### src/rtl/wsdefr_pkg.sv
// ----------------------------------------------------------------------------
// WebSocket deframer package
// Transfer payload types, parse phases, action codes and opcode classing.
// ----------------------------------------------------------------------------
package wsdefr_pkg;

    typedef struct packed {
        logic [7:0] data_byte;
        logic       sync;
    } t_in;

    typedef struct packed {
        logic        kind;
        logic [2:0]  action;
        logic [3:0]  frame_opcode_out;
        logic [62:0] payload_length;
        logic [7:0]  payload_byte;
        logic        last;
    } t_out;

    typedef enum logic [2:0] {
        PH_FIRST   = 3'd0,
        PH_LEN     = 3'd1,
        PH_EXT     = 3'd2,
        PH_MASK    = 3'd3,
        PH_PAYLOAD = 3'd4,
        PH_HALT    = 3'd5
    } t_phase;

    localparam logic [2:0] ACT_DATA     = 3'd0;
    localparam logic [2:0] ACT_CLOSE    = 3'd1;
    localparam logic [2:0] ACT_PONG     = 3'd2;
    localparam logic [2:0] ACT_UNKNOWN  = 3'd3;
    localparam logic [2:0] ACT_TOO_LONG = 3'd4;

    localparam logic       KIND_HEADER  = 1'b0;
    localparam logic       KIND_PAYLOAD = 1'b1;

    localparam logic [3:0] OP_CONT  = 4'h0;
    localparam logic [3:0] OP_TEXT  = 4'h1;
    localparam logic [3:0] OP_BIN   = 4'h2;
    localparam logic [3:0] OP_CLOSE = 4'h8;
    localparam logic [3:0] OP_PING  = 4'h9;
    localparam logic [3:0] OP_PONG  = 4'hA;

    localparam logic [6:0] LEN_CODE_16 = 7'd126;
    localparam logic [6:0] LEN_CODE_64 = 7'd127;

    localparam logic [3:0] EXT_BYTES_16 = 4'd2;
    localparam logic [3:0] EXT_BYTES_64 = 4'd8;
    localparam logic [3:0] MASK_BYTES   = 4'd4;

    localparam logic [30:0] MAX_LEN_RESET = 31'd1048576;

    function automatic logic [2:0] classify(input logic [3:0] op);
        logic [2:0] act;
        case (op)
            OP_CONT, OP_TEXT, OP_BIN: act = ACT_DATA;
            OP_CLOSE:                 act = ACT_CLOSE;
            OP_PING, OP_PONG:         act = ACT_PONG;
            default:                  act = ACT_UNKNOWN;
        endcase
        return act;
    endfunction

endpackage

### src/rtl/websocket_frame_deframer_unmask_top.sv
// A result is registered and shown on o_out_data in the cycle after the byte transfer that causes it.
// Throughput: one byte per cycle while i_out_ready does not stall the output; the single output register takes
// a new result in the same cycle that the held one is transferred.
// Reset (synchronous, i_rst_n low): parser waits for a first header byte,
// max_payload_len returns to 1048576, the output register empties.
// ----------------------------------------------------------------------------
// WebSocket frame deframer and unmasker
// Parses client frame headers byte by byte, checks length and opcode, and
// unmasks payload bytes; errors halt the parser until a sync byte arrives.
// ----------------------------------------------------------------------------
module websocket_frame_deframer_unmask_top (
    input  logic               i_clk,
    input  logic               i_rst_n,
    input  logic               i_cfg_we,
    input  logic [30:0]        i_cfg_wdata,
    input  logic               i_in_valid,
    output logic               o_in_ready,
    input  wsdefr_pkg::t_in    i_in_data,
    output logic               o_out_valid,
    input  logic               i_out_ready,
    output wsdefr_pkg::t_out   o_out_data
);

    wsdefr_pkg::t_phase r_phase, n_phase, w_phase;
    logic [30:0]  r_max_len;
    logic [3:0]   r_opcode, n_opcode;
    logic [63:0]  r_len_acc, n_len_acc;
    logic [3:0]   r_ext_left, n_ext_left;
    logic [31:0]  r_mask_key, n_mask_key;
    logic [1:0]   r_mask_idx, n_mask_idx;
    logic [30:0]  r_bytes_rem, n_bytes_rem;
    logic         r_out_valid;
    wsdefr_pkg::t_out r_out, w_res;

    logic         w_in_xfer;
    logic         w_emit;
    logic [7:0]   w_byte;
    logic [6:0]   w_len7;
    logic [3:0]   w_ext_dec;
    logic [31:0]  w_key_next;
    logic [7:0]   w_mask_byte;
    logic         w_too_long;
    logic [2:0]   w_hdr_act;

    assign o_in_ready  = !r_out_valid || i_out_ready;
    assign w_in_xfer   = i_in_valid && o_in_ready;
    assign o_out_valid = r_out_valid;
    assign o_out_data  = r_out;

    assign w_byte      = i_in_data.data_byte;
    assign w_phase     = i_in_data.sync ? wsdefr_pkg::PH_FIRST : r_phase;
    assign w_len7      = w_byte[6:0];
    assign w_ext_dec   = r_ext_left - 4'd1;
    assign w_key_next  = {r_mask_key[23:0], w_byte};
    assign w_mask_byte = r_mask_key[{~r_mask_idx, 3'b000} +: 8];
    assign w_too_long  = r_len_acc > {33'd0, r_max_len};
    assign w_hdr_act   = w_too_long ? wsdefr_pkg::ACT_TOO_LONG
                                    : wsdefr_pkg::classify(r_opcode);

    always_comb begin
        n_phase     = r_phase;
        n_opcode    = r_opcode;
        n_len_acc   = r_len_acc;
        n_ext_left  = r_ext_left;
        n_mask_key  = r_mask_key;
        n_mask_idx  = r_mask_idx;
        n_bytes_rem = r_bytes_rem;
        case (w_phase)
            wsdefr_pkg::PH_LEN: begin
                if (w_len7 == wsdefr_pkg::LEN_CODE_16) begin
                    n_len_acc  = 64'd0;
                    n_ext_left = wsdefr_pkg::EXT_BYTES_16;
                    n_phase    = wsdefr_pkg::PH_EXT;
                end else if (w_len7 == wsdefr_pkg::LEN_CODE_64) begin
                    n_len_acc  = 64'd0;
                    n_ext_left = wsdefr_pkg::EXT_BYTES_64;
                    n_phase    = wsdefr_pkg::PH_EXT;
                end else begin
                    n_len_acc  = {57'd0, w_len7};
                    n_ext_left = wsdefr_pkg::MASK_BYTES;
                    n_phase    = wsdefr_pkg::PH_MASK;
                end
            end
            wsdefr_pkg::PH_EXT: begin
                n_len_acc = {r_len_acc[55:0], w_byte};
                if (w_ext_dec == 4'd0) begin
                    n_ext_left = wsdefr_pkg::MASK_BYTES;
                    n_phase    = wsdefr_pkg::PH_MASK;
                end else begin
                    n_ext_left = w_ext_dec;
                end
            end
            wsdefr_pkg::PH_MASK: begin
                n_mask_key = w_key_next;
                n_ext_left = w_ext_dec;
                if (w_ext_dec == 4'd0) begin
                    n_mask_idx  = 2'd0;
                    // length fits 31 bits whenever payload follows
                    n_bytes_rem = r_len_acc[30:0];
                    if (w_hdr_act == wsdefr_pkg::ACT_UNKNOWN ||
                        w_hdr_act == wsdefr_pkg::ACT_TOO_LONG) begin
                        n_phase = wsdefr_pkg::PH_HALT;
                    end else if (r_len_acc == 64'd0) begin
                        n_phase = wsdefr_pkg::PH_FIRST;
                    end else begin
                        n_phase = wsdefr_pkg::PH_PAYLOAD;
                    end
                end
            end
            wsdefr_pkg::PH_PAYLOAD: begin
                n_mask_idx  = r_mask_idx + 2'd1;
                n_bytes_rem = r_bytes_rem - 31'd1;
                if (r_bytes_rem == 31'd1) begin
                    n_phase = wsdefr_pkg::PH_FIRST;
                end
            end
            wsdefr_pkg::PH_HALT: begin
                n_phase = r_phase;
            end
            default: begin
                n_opcode    = w_byte[3:0];
                n_len_acc   = 64'd0;
                n_ext_left  = 4'd0;
                n_mask_key  = 32'd0;
                n_mask_idx  = 2'd0;
                n_bytes_rem = 31'd0;
                n_phase     = wsdefr_pkg::PH_LEN;
            end
        endcase
    end

    always_comb begin
        w_emit                 = 1'b0;
        w_res.kind             = wsdefr_pkg::KIND_HEADER;
        w_res.action           = w_hdr_act;
        w_res.frame_opcode_out = r_opcode;
        w_res.payload_length   = r_len_acc[62:0];
        w_res.payload_byte     = 8'd0;
        w_res.last             = 1'b0;
        case (w_phase)
            wsdefr_pkg::PH_MASK: begin
                w_emit     = (w_ext_dec == 4'd0);
                w_res.last = w_too_long
                          || (w_hdr_act == wsdefr_pkg::ACT_UNKNOWN)
                          || (r_len_acc == 64'd0);
            end
            wsdefr_pkg::PH_PAYLOAD: begin
                w_emit             = 1'b1;
                w_res.kind         = wsdefr_pkg::KIND_PAYLOAD;
                w_res.action       = wsdefr_pkg::classify(r_opcode);
                w_res.payload_byte = w_byte ^ w_mask_byte;
                w_res.last         = (r_bytes_rem == 31'd1);
            end
            default: begin
                w_emit = 1'b0;
            end
        endcase
    end

    always_ff @(posedge i_clk) begin
        if (!i_rst_n) begin
            r_phase     <= wsdefr_pkg::PH_FIRST;
            r_max_len   <= wsdefr_pkg::MAX_LEN_RESET;
            r_out_valid <= 1'b0;
        end else begin
            if (i_cfg_we) begin
                r_max_len <= i_cfg_wdata;
            end
            if (w_in_xfer) begin
                r_phase     <= n_phase;
                r_out_valid <= w_emit;
            end else if (i_out_ready) begin
                r_out_valid <= 1'b0;
            end
        end
    end

    // payload state needs no reset: a first header byte reloads it
    always_ff @(posedge i_clk) begin
        if (w_in_xfer) begin
            r_opcode    <= n_opcode;
            r_len_acc   <= n_len_acc;
            r_ext_left  <= n_ext_left;
            r_mask_key  <= n_mask_key;
            r_mask_idx  <= n_mask_idx;
            r_bytes_rem <= n_bytes_rem;
            if (w_emit) begin
                r_out <= w_res;
            end
        end
    end

    a_sync_restarts: assert property (@(posedge i_clk) disable iff (!i_rst_n)
        (w_in_xfer && i_in_data.sync) |=> (r_phase == wsdefr_pkg::PH_LEN))
        else $error("sync byte did not restart header parse");

    a_halt_silent: assert property (@(posedge i_clk) disable iff (!i_rst_n)
        (r_phase == wsdefr_pkg::PH_HALT && !i_in_data.sync) |-> !w_emit)
        else $error("halted parser produced a result");

    a_last_payload_ends: assert property (@(posedge i_clk) disable iff (!i_rst_n)
        (w_in_xfer && w_phase == wsdefr_pkg::PH_PAYLOAD && r_bytes_rem == 31'd1)
        |=> (r_phase == wsdefr_pkg::PH_FIRST && r_out_valid && r_out.last))
        else $error("final payload byte did not close the frame");

    a_ready_when_empty: assert property (@(posedge i_clk) disable iff (!i_rst_n)
        !r_out_valid |-> o_in_ready)
        else $error("input stalled with empty output register");

endmodule
### config.mk
export PLATFORM = sky130hd
export DESIGN_NAME = websocket_frame_deframer_unmask_top
export DESIGN_NICKNAME = d
export VERILOG_FILES = /design/src/rtl/wsdefr_pkg.sv /design/src/rtl/websocket_frame_deframer_unmask_top.sv
export SDC_FILE = /design/constraint.sdc
export NUM_CORES = 1
export LEC_CHECK = 0
export BUFFER_PORTS_ARGS = -buffer_cell sky130_fd_sc_hd__buf_2
export CORE_ASPECT_RATIO = 0.7
export CORE_MARGIN = 1
export CORE_UTILIZATION = 47
export DETAILED_ROUTE_END_ITERATION = 7
export PLACE_DENSITY = 0.66
export SLEW_MARGIN = 20
export SYNTH_ARGS = -nofsm -noshare
export SYNTH_HDL_FRONTEND = slang
export SYNTH_SLANG_ARGS = --single-unit
### constraint.sdc
create_clock -name i_clk -period 8.24 [get_ports i_clk]
set_input_delay 0.824 -clock i_clk [delete_from_list [all_inputs] [get_ports i_clk]]
set_output_delay 0.824 -clock i_clk [all_outputs]
set_load 0.05 [all_outputs]
### Yosys cells after proc, flatten, opt, wreduce, memory -nomap -nowiden

Cells that the tools add are included.

| cells by class | value |
|---|---|
| equality and inequality tests | 18 |
| add/subtract/negate cells | 3 |
| order comparisons | 1 |
| mux-type cells | 28 |
| shifts and indexed selects | 1 |
| bitwise logic cells | 8 |
| reduce and logical (&&, ||, !) cells | 24 |

Operator list:

| cell | number |
|---|---|
| one-hot mux 64 bit (3 select lines) | 1 |
| one-hot mux 31 bit (3 select lines) | 1 |
| > comparator 64 x 31 -> 1 bit | 1 |
| zero test 64 bit | 1 |
| one-hot mux 32 bit (2 select lines) | 1 |
| indexed part select 32 x 6 -> 8 bit | 1 |
| equality test 31 x 1 -> 1 bit (second input constant) | 1 |
| 2-to-1 mux 31 bit | 1 |
| subtractor 31 x 1 -> 31 bit (second input constant) | 1 |
| 2-to-1 mux 3 bit | 7 |
| 2-to-1 mux 4 bit | 4 |
| one-hot mux 4 bit (4 select lines) | 1 |
| one-hot mux 3 bit (5 select lines) | 1 |
| equality test 7 bit (second input constant) | 2 |
| 2-to-1 mux 7 bit | 2 |
| equality test 4 bit (second input constant) | 3 |
| one-hot mux 2 bit (3 select lines) | 2 |
| AND reduction 2 bit | 5 |
| equality test 3 x 2 -> 1 bit (second input constant) | 3 |
| equality test 3 bit (second input constant) | 3 |
| OR reduction 3 bit | 3 |
| zero test 4 bit | 2 |
| XOR 8 bit | 1 |
| != test 2 bit (second input constant) | 3 |
| other kinds (19) | 32 |

| storage, ports and cells | value |
|---|---|
| bits in registers | 252 |
| logic and storage cells | 98 |

### Depth between registers and ports, before layout

| depth | value |
|---|---|
| word-level depth | 9 |
| mapped depth | 9 |

### Worst setup path after synthesis

OpenSTA, ideal clock, no wires.

| timing | value |
|---|---|
| kind | input to register |
| start | input i_in_data[0] (netlist name) |
| end | register r_len_acc[0] (enable) |
| slack | 1.525 ns |
| stages on the path | 7 |
| arrival time | 6.151 ns |
| cells stage by stage | clkbuf_1 -> nor2_1 -> nand2_1 -> nor2_1 -> clkbuf_1 -> clkbuf_1 -> nor3_1 |

| between the ends | value |
|---|---|
| cells in the longest elaborated chain, start to end | 5 |

RTL lines:

| element | line | RTL |
|---|---|---|
| from (decl) | websocket_frame_deframer_unmask_top.sv:18 | `input wsdefr_pkg::t_in i_in_data,` |
| 2-to-1 mux 3 bit (*) | websocket_frame_deframer_unmask_top.sv:51 | `assign w_phase = i_in_data.sync ? wsdefr_pkg::PH_FIRST : r_phase;` |
| equality test 3 bit / equality test 3 x 2 -> 1 bit (equally long branches) | websocket_frame_deframer_unmask_top.sv:68 | `case (w_phase)` |
| OR reduction 3 bit (no source line) (*) | - |  |
| inverter 1 bit (no source line) (*) | - |  |
| AND reduction 2 bit (no source line) (*) | - |  |
| to (signal assigned) | websocket_frame_deframer_unmask_top.sv:182 | `r_len_acc <= n_len_acc;` |
| to (decl) | websocket_frame_deframer_unmask_top.sv:27 | `logic [63:0] r_len_acc, n_len_acc;` |

Mark *: on every way between the ends. The rest lies on a longest branch, timed or not.
A chain may end at the register's enable or synchronous reset.

### Worst setup path in the final report

| timing | value |
|---|---|
| start | register r_ext_left[0] |
| end | register r_out, in the netlist o_out_data[34] (enable) |

| between the ends | value |
|---|---|
| cells in the longest elaborated chain, start to end | 4 |

RTL lines:

| element | line | RTL |
|---|---|---|
| from (decl) | websocket_frame_deframer_unmask_top.sv:28 | `logic [3:0] r_ext_left, n_ext_left;` |
| from (signal assigned) | websocket_frame_deframer_unmask_top.sv:183 | `r_ext_left <= n_ext_left;` |
| subtractor 4 x 1 -> 4 bit | websocket_frame_deframer_unmask_top.sv:53 | `assign w_ext_dec = r_ext_left - 4'd1;` |
| zero test 4 bit | websocket_frame_deframer_unmask_top.sv:142 | `w_emit = (w_ext_dec == 4'd0);` |
| one-hot mux 1 bit (2 select lines) | websocket_frame_deframer_unmask_top.sv:140 | `case (w_phase)` |
| AND reduction 2 bit (no source line) | - |  |
| to (signal assigned) | websocket_frame_deframer_unmask_top.sv:188 | `r_out <= w_res;` |
| to (decl) | websocket_frame_deframer_unmask_top.sv:33 | `wsdefr_pkg::t_out r_out, w_res;` |

Every way passes these cells.

==> results.ini <==
[yosys]
synth.top_cell.area_share=0.593
syn_inst=832
synth_area_per_cell_um2=13.2
synth_commonest_cells=edfxtp_1 (217), and2_1 (96), nand2_1 (56)
ys_seq_area_frac=0.657
syn-num-nets=912
synth_edf_count=217
mappedNetlistArea_um2=11000
synthTopCellsByArea=edfxtp_1 (59%), dfxtp_1 (6.4%), and2_1 (5.5%)
yosysMostFrequentCell=edfxtp_1
async_flop_share=0
yosysTopAreaCell=edfxtp_1
ys_warn_count=0
synth_flop_cell=edfxtp_1
yosysUniqueCellTypes=52
synth-seq-cells=252

[setup_path]
path_class=reg2reg
crit_path_end_kind=flop
reg2reg_slack_ns=5.16
critical_path_required_ns=8.38
worstPathMaxFanout=81
cp.arrival_ns=3.22
startpoint_type=flop

[run_status]
status=finished, final reports clean

[clocking]
cts.sinks=252
worstSkewPairLatency_ns=0.52
cts_hold_buf=0
cts_setup_buffers=0
cts_tree=built
cts_resized=0
clock_path_buffers=3
clkTransAtPathRegs_ns=0.06
cts_root_buf=clkbuf_16
cts_buffers=25
htreeDepth=1

[finish]
fillers=1899
area_growth_pct=16.1
fin_nets=1041
diodes=0
drive_gt1_frac=0.195

[global_route]
grt_max_degree=82
grt_pass1_vias=6286
grt_use_total=0.194
grt_pass1_wl_um=35400
antenna_found_initial=0
gr-total-overflow=0

[timing]
grt_setup_unrepaired=no
tightestPinTransition_ns=1.04
fin_setup_tns_ns=0
maxSlewViolCount=0
setup-violations-final=0
clock_skew_ns=0.00745
timing.fmax_ghz=0.324
maxSlewHeadroom=0.304
finalHoldViolations=0
fin_crit_ns=3.08
finalCritPeriodShare=0.374

[die]
die_w_um=185
core-area_um2=22800
dieArea_um2=24000
pin_count=127
row_count=46
initial_core_util=0.482
fp.dieH_um=130

[route]
wl_per_cell_um=18.0
drt_iter0_drc=436
drc=0
ant_nets=0
drt_wl_total_um=23300
vias=6707
drtPass1Iterations=6
viasPerCell=5.20

[min_path]
hp-class=reg2reg

[power_and_ir_drop]
pwr_density_cell_nw_per_um2=219
leakage_nw=4.70
p_total_w=0.00279
irDropWorstVdd_mv=0.141

[placed_design]
port_buffers=126
dpl.hpwl_um=16400
gp_congestion=0.810

[flow_run]
drv_cap=0

==> per-layer routing <==
metal	global-route usage	vias up	wire length [um]
met4	0.0355	0	350
met1	0.301	3193	11400
li1	-	3279	-
met5	0	-	0
met3	0.0268	24	1350
met2	0.294	211	10100
==> layout make-up <==
| cell class | instances | area (um^2) | share of cell area |
|---|---|---|---|
| clock buffer | 28 | 637 | 0.0499 |
| timing repair buffer | 134 | 691 | 0.0541 |
| multi-input combinational | 506 | 3530 | 0.276 |
| tap | 312 | 390 | 0.0306 |
| inverter | 42 | 158 | 0.0124 |
| sequential | 252 | 7220 | 0.566 |
| clock inverter | 17 | 141 | 0.0111 |
==> where the power goes <==
group	internal (W)	total, W	leakage [nW]	switching (W)
logic	0.0000772	0.000198	1.91	0.000120
registers	0.00145	0.00151	2.39	0.0000560
clock network	0.000620	0.00109	0.391	0.000466
==> worst paths after layout <==
| kind | start | end | cells past startpoint |
|---|---|---|---|
| setup / recovery | r_ext_left[0]$_DFFE_PP_ | o_out_data[34]$_DFFE_PP_ | 7 |
| hold / removal | r_len_acc[61]$_DFFE_PP_ | o_out_data[70]$_DFFE_PP_ | 0 |
| setup reg to reg | r_ext_left[0]$_DFFE_PP_ | o_out_data[34]$_DFFE_PP_ | 7 |
| hold reg to reg | r_len_acc[61]$_DFFE_PP_ | o_out_data[70]$_DFFE_PP_ | 0 |
==> state kept, by name (all words and copies together), names as in the netlist <==
name,count
r_opcode,4
r_mask_idx,2
r_bytes_rem,31
r_len_acc,64
r_ext_left,4
o_out_data,80
o_out_valid,1
r_mask_key,32
r_max_len,31
r_phase,3
==> stage by stage <==
stage	instances	util	hold slack (ns)	setup WS (ns)	instance area [um^2]
after CTS	1291	0.560	0.449	5.17	12800
final	1291	0.560	0.445	5.16	12800
after global placement	1246	0.526	0.436	5.00	12000
after global routing	1291	0.560	0.458	5.01	12800
after floorplan	832	-	0.427	1.52	11000
after detailed placement	1246	0.526	0.436	4.95	12000
==> critical path, stage by stage (launching register included) <==
cell and delay [ns]:
edfxtp_1 0.41, inv_1 0.06, ha_1 0.20, xor2_1 0.17
nand4bb_1 0.35, or3_1 0.48, a21oi_4 0.15, buf_4 0.79
==> cell usage in the layout (no fill, tap or decap), drive strengths merged, types with 2 or more instances in the layout <==
cell,n
o21ai,40
nand3,5
xnor2,27
ha,35
a31oi,3
nor4,27
xor2,10
bufinv,2
a21o,4
o31ai,2
mux2i,31
dfxtp,35
o21a,3
edfxtp,217
nand2b,3
nand4,13
nand4b,2
mux4,8
and2,96
nor3,13
inv,44
nor2b,32
clkinv,13
buf,134
nor2,41
a21oi,20
or4,7
or3,4
clkbuf,28
o211ai,4
a221oi,2
nand2,56
==> kinds of logic after synthesis <==
group | share of synthesized area
simple gates | 0.153
flops | 0.657
mux | 0.0446
xor+xnor | 0.0295
buf+inv | 0.0253
compound gates | 0.0502
fa+ha+maj | 0.0408
Power figures use the tool's default switching activity.
